### src/rtl/stps_pkg.sv
// Shared types and constants for the sum tree priority sampler.
// No dependencies; every other file imports this package.

package stps_pkg;

	// Fixed widths of the channel fields.
	localparam int LEAF_W  = 10;
	localparam int PRIO_W  = 32;
	localparam int VALUE_W = 42;

	// Operation codes carried in the cmd field of an input item.
	localparam logic CMD_SET    = 1'b0;
	localparam logic CMD_SAMPLE = 1'b1;

	// Commands from the controller to the datapath.
	typedef struct packed {
		logic clr;        // clear one memory entry
		logic load_upd;   // capture an update item, read its leaf
		logic load_smp;   // capture a sample item, read the root's left child
		logic upd_leaf;   // write the leaf, take the delta, read the parent
		logic upd_anc;    // add the delta to one ancestor, read the next one
		logic smp_step;   // descend one level
		logic load_out;   // load the result register
	} stps_cmd_t;

	// Status from the datapath to the controller.
	typedef struct packed {
		logic clr_last;   // clearing sweep is at its last entry
		logic at_top;     // parent of the current node is the root
		logic smp_last;   // the descent reaches the leaf level this cycle
	} stps_stat_t;

endpackage

### src/rtl/stps_ctrl.sv
// Controller of the sum tree priority sampler: sequencer and result-valid flag.
// Depends on stps_pkg; drives stps_dp through stps_cmd_t.

module stps_ctrl import stps_pkg::*; (
	input  logic       clk,
	input  logic       arst_n,
	input  logic       in_valid,
	input  logic       in_op,
	output logic       in_ready,
	input  logic       out_ready,
	output logic       out_valid,
	input  stps_stat_t stat,
	output stps_cmd_t  cmd
);

	typedef enum logic [5:0] {
		ST_CLEAR    = 6'b000001,
		ST_IDLE     = 6'b000010,
		ST_UPD_LEAF = 6'b000100,
		ST_UPD_ANC  = 6'b001000,
		ST_SAMPLE   = 6'b010000,
		ST_DONE     = 6'b100000
	} state_t;

	state_t state_q;
	state_t state_d;
	logic   out_valid_q;

	always_comb begin
		state_d  = state_q;
		cmd      = '0;
		in_ready = 1'b0;
		case (state_q)
			ST_CLEAR: begin
				cmd.clr = 1'b1;
				if (stat.clr_last) begin
					state_d = ST_IDLE;
				end
			end
			ST_IDLE: begin
				in_ready = 1'b1;
				if (in_valid) begin
					if (in_op == CMD_SAMPLE) begin
						cmd.load_smp = 1'b1;
						state_d      = ST_SAMPLE;
					end else begin
						cmd.load_upd = 1'b1;
						state_d      = ST_UPD_LEAF;
					end
				end
			end
			ST_UPD_LEAF: begin
				cmd.upd_leaf = 1'b1;
				state_d      = stat.at_top ? ST_DONE : ST_UPD_ANC;
			end
			ST_UPD_ANC: begin
				cmd.upd_anc = 1'b1;
				if (stat.at_top) begin
					state_d = ST_DONE;
				end
			end
			ST_SAMPLE: begin
				cmd.smp_step = 1'b1;
				if (stat.smp_last) begin
					state_d = ST_DONE;
				end
			end
			ST_DONE: begin
				// The result register is free once its previous result is transferred.
				if (!out_valid_q || out_ready) begin
					cmd.load_out = 1'b1;
					state_d      = ST_IDLE;
				end
			end
			default: begin
				state_d = ST_IDLE;
			end
		endcase
	end

	always_ff @(posedge clk or negedge arst_n) begin
		if (!arst_n) begin
			state_q     <= ST_CLEAR;
			out_valid_q <= 1'b0;
		end else begin
			state_q <= state_d;
			if (cmd.load_out) begin
				out_valid_q <= 1'b1;
			end else if (out_ready) begin
				out_valid_q <= 1'b0;
			end
		end
	end

	assign out_valid = out_valid_q;

endmodule

### config.mk
export PLATFORM = sky130hd
export DESIGN_NAME = stps_ctrl
export DESIGN_NICKNAME = d
export VERILOG_FILES = /design/src/rtl/stps_pkg.sv /design/src/rtl/stps_ctrl.sv
export SDC_FILE = /design/constraint.sdc
export NUM_CORES = 1
export LEC_CHECK = 0
export ABC_AREA = 1
export BUFFER_PORTS_ARGS = -buffer_cell sky130_fd_sc_hd__buf_2
export CAP_MARGIN = 10
export CELL_PAD_IN_SITES_DETAIL_PLACEMENT = 1
export CELL_PAD_IN_SITES_GLOBAL_PLACEMENT = 2
export CORE_UTILIZATION = 26
export DETAILED_ROUTE_END_ITERATION = 10
export GPL_ROUTABILITY_DRIVEN = 0
export PLACE_DENSITY_LB_ADDON = 0.1
export RECOVER_POWER = 100
export SLEW_MARGIN = 20
export SYNTH_ARGS = -nofsm -noshare
export SYNTH_HDL_FRONTEND = slang
export SYNTH_SLANG_ARGS = --single-unit
### constraint.sdc
create_clock -name clk -period 3.6 [get_ports clk]
set_clock_uncertainty 0.15 [all_clocks]
set_input_delay 0.18 -clock clk [delete_from_list [all_inputs] [get_ports clk]]
set_output_delay 0.18 -clock clk [all_outputs]
set_load 0.02 [all_outputs]
==> impl_metrics.sql <==
INSERT INTO impl_metrics (metric_group, metric, value, unit) VALUES
('pwr', 'pwr-share-clk', '18.3', '%'),
('route', 'count_of_nets_left_with_antenna_violations_after_detail_routing', '0', ''),
('final_layout', 'multi_input_area', '205', 'um2'),
('critical_path', 'cp_cell_sequence', 'nor2_1, nand3_1, nor3_1, clkbuf_1', ''),
('global_routing', 'use_met2', '20.6', '%'),
('sta', 'timing.final.setup_violations', '0', ''),
('pwr', 'pwr-share-seq', '29.5', '%'),
('route', 'dr_total_vias', '470', ''),
('floorplan', 'floorplan.io_pins', '17', ''),
('global_routing', 'grt_util_met1', '18.2', '%'),
('critical_path', 'critical_path.max_stage_delay', '0.38', 'ns'),
('floorplan', 'core_area', '0.00175', 'mm2'),
('route', 'drt_first_iter_violations', '10', ''),
('critical_path', 'timing.critical_path.from_type', 'flop', ''),
('final_layout', 'final_core_utilization', '35.0', '%'),
('floorplan', 'starting_density', '28.0', '%'),
('synth', 'post_synth.cell_area_avg', '7.39', 'um2'),
('sta', 'grt_setup_unrepaired', 'false', ''),
('global_routing', 'grt_overflow_total', '0', ''),
('min_path', 'hold_path_class', 'in2reg', ''),
('global_routing', 'grt_util_met3', '1.20', '%'),
('global_routing', 'global_route_wire_length_before_repair', '1.94', 'mm'),
('final_layout', 'layout_cell_share_with_drive_strength_beyond_1', '23.3', '%'),
('sta', 'total_negative_setup_slack', '0', 'ns'),
('clock_network', 'clkLatencyLatePin', '0.25', 'ns'),
('pwr', 'vdd_ir_drop_max', '0.248', 'mV'),
('floorplan', 'die_span_y', '45.3', 'um'),
('synth', 'yosysWarningCount', '0', ''),
('pwr', 'comb_power_share', '52.1', '%'),
('synth', 'syn_inst', '66', ''),
('pwr', 'internal-power', '0.204', 'mW'),
('global_routing', 'global_route.peak_usage_layer', 'met2', ''),
('final_layout', 'areaGrowthSynthToFinish', '25.1', '%'),
('floorplan', 'fp.dieArea', '0.00205', 'mm2'),
('route', 'routedWlPerCell', '9.62', 'um'),
('run', 'max_cap_viol_count', '0', ''),
('route', 'drtPass1Iterations', '2', ''),
('final_layout', 'layout_common_cells', 'inv_1 (14), nor2_1 (12), nand2_1 (9), buf_2 (9)', ''),
('clock_network', 'clock_sinks', '7', ''),
('sta', 'layout_worst_path_cycle_share', '56.5', '%'),
('run_status', 'run_status', 'finished clean', ''),
('global_routing', 'grt_start_max_net_pins', '8', ''),
('final_layout', 'layout_commonest_cell', 'inv_1', ''),
('sta', 'hold_violations', '0', ''),
('pwr', 'switching_share', '47.8', '%'),
('floorplan', 'dieWidth', '45.3', 'um'),
('critical_path', 'critical_path.endpoint_type', 'output pin', ''),
('sta', 'tightestPinTransition', '0.411', 'ns'),
('clock_network', 'clkTransAtPathRegs', '0.05', 'ns'),
('pwr', 'netSwitchingPower', '0.186', 'mW'),
('synth', 'synthesis.nets', '74', ''),
('place', 'port_buffers', '16', ''),
('final_layout', 'finalNetCount', '99', ''),
('route', 'avgViaCountPerCell', '4.09', ''),
('sta', 'slew-limit-headroom', '72.5', '%'),
('min_path', 'worstHoldStart', 'stat[0]', ''),
('sta', 'max_clock_freq', '492', 'MHz'),
('route', 'wirelength', '1.11', 'mm'),
('critical_path', 'critical_path.reg2reg.startpoint', 'state_q[2]', ''),
('pwr', 'total_leakage_power', '0.355', 'nW'),
('clock_network', 'cts_buffers', '3', ''),
('final_layout', 'filler_cell_count', '241', ''),
('clock_network', 'ctsLongestPathBuffers', '2', ''),
('global_routing', 'grt_antenna_before_repair', '0', ''),
('synth', 'mappedNetlistArea', '488', 'um2'),
('route', 'post-route-drc-count', '0', ''),
('place', 'dpl.hpwl', '923', 'um'),
('critical_path', 'crit_start', 'state_q[2]', ''),
('floorplan', 'number_of_standard_cell_rows_in_the_floorplan', '15', ''),
('final_layout', 'seq_area', '176', 'um2'),
('critical_path', 'arrival', '1.70', 'ns');
[per-stage QoR]
stage	instance area (um2)	setup WS, ns	total power, mW	hold WS (ns)	cells
2_1_floorplan	488	2.08	0.295	-0.266	66
3_3_place_gp	599	2.15	0.354	-0.125	107
5_1_grt	611	1.34	0.433	0.115	115
4_1_cts	666	1.87	0.433	0.0842	115
3_5_place_dp	599	2.16	0.354	-0.124	107
6_report	611	1.57	0.390	0.0816	115
[timing repair]
action | in CTS | in global routing
buffers inserted | 0 | 0
gates resized for setup | 0 | 0
hold buffers | 4 | 0
setup endpoints to repair | 0 | 0
hold endpoints to repair | 10 | 0
[area by class of cell]
type / instances / area share, %
clock buffers: 4 / 4.30
inverters: 16 / 9.84
multi-input cells: 43 / 33.6
flip-flops and latches: 7 / 28.9
well taps: 25 / 5.12
repair buffers: 20 / 18.2
[final timing paths]
check	slack [ns]	cells after the start	end
worst min-delay path	0.08	4	state_q[4]
min in group asynchronous	0.20	2	out_valid
worst min register to register	0.42	2	state_q[0]
max in group asynchronous	2.79	2	state_q[0]
worst max-delay path	1.57	4	cmd[5]
worst max register to register	1.97	6	state_q[5]
[power groups by stage]
| stage | registers [mW] | logic (mW) | clock network, mW |
|---|---|---|---|
| after floorplan | 0.125 | 0.170 | 0 |
| after global placement | 0.122 | 0.232 | 0 |
| after detailed placement | 0.122 | 0.232 | 0 |
| after CTS | 0.121 | 0.236 | 0.0752 |
| after global routing | 0.119 | 0.237 | 0.0775 |
| final | 0.115 | 0.204 | 0.0716 |
[logic make-up after synthesis]
group	after synthesis	synth area share [%]
AND/OR/NAND/NOR	42	50.5
buffers and inverters	16	12.3
AO/OA/AOI/OAI	1	1.02
flip-flops	7	36.2
[per-layer routing]
| metal | vias to the layer above | part of all wire (%) |
|---|---|---|
| met5 | - | 0 |
| met4 | 0 | 3.5 |
| met3 | 4 | 3.6 |
| met2 | 14 | 43 |
| met1 | 202 | 50 |
| li1 | 250 | - |
[registers in the layout (all words and copies together), names as in the netlist]
signal and count:
state_q 6, out_valid 1
[cells in the mapped netlist]
cell type  count  area share, %
inv_1         14             11
nor2_1        10            7.7
nand2_1        9            6.9
dfrtp_1        6             31
nand3_1        4            4.1
nand3_2        4            8.2
nor2_2         3            3.8
nor2_4         3            6.9
nor3_1         3            3.1
inv_2          2            1.5
nand2_2        2            2.6
nand4_1        2            2.6
a21oi_1        1            1.0
dfstp_2        1            5.4
nor3_4         1            3.3
or2_1          1            1.3
[critical path: cells and delay by family (launching register included)]
kind                   cells  cell delay (ns)
DFF                        1             0.38
and+or+nand+nor            3             0.82
buffers and inverters      1             0.25
Note: power is estimated with default switching activity, not from simulation.
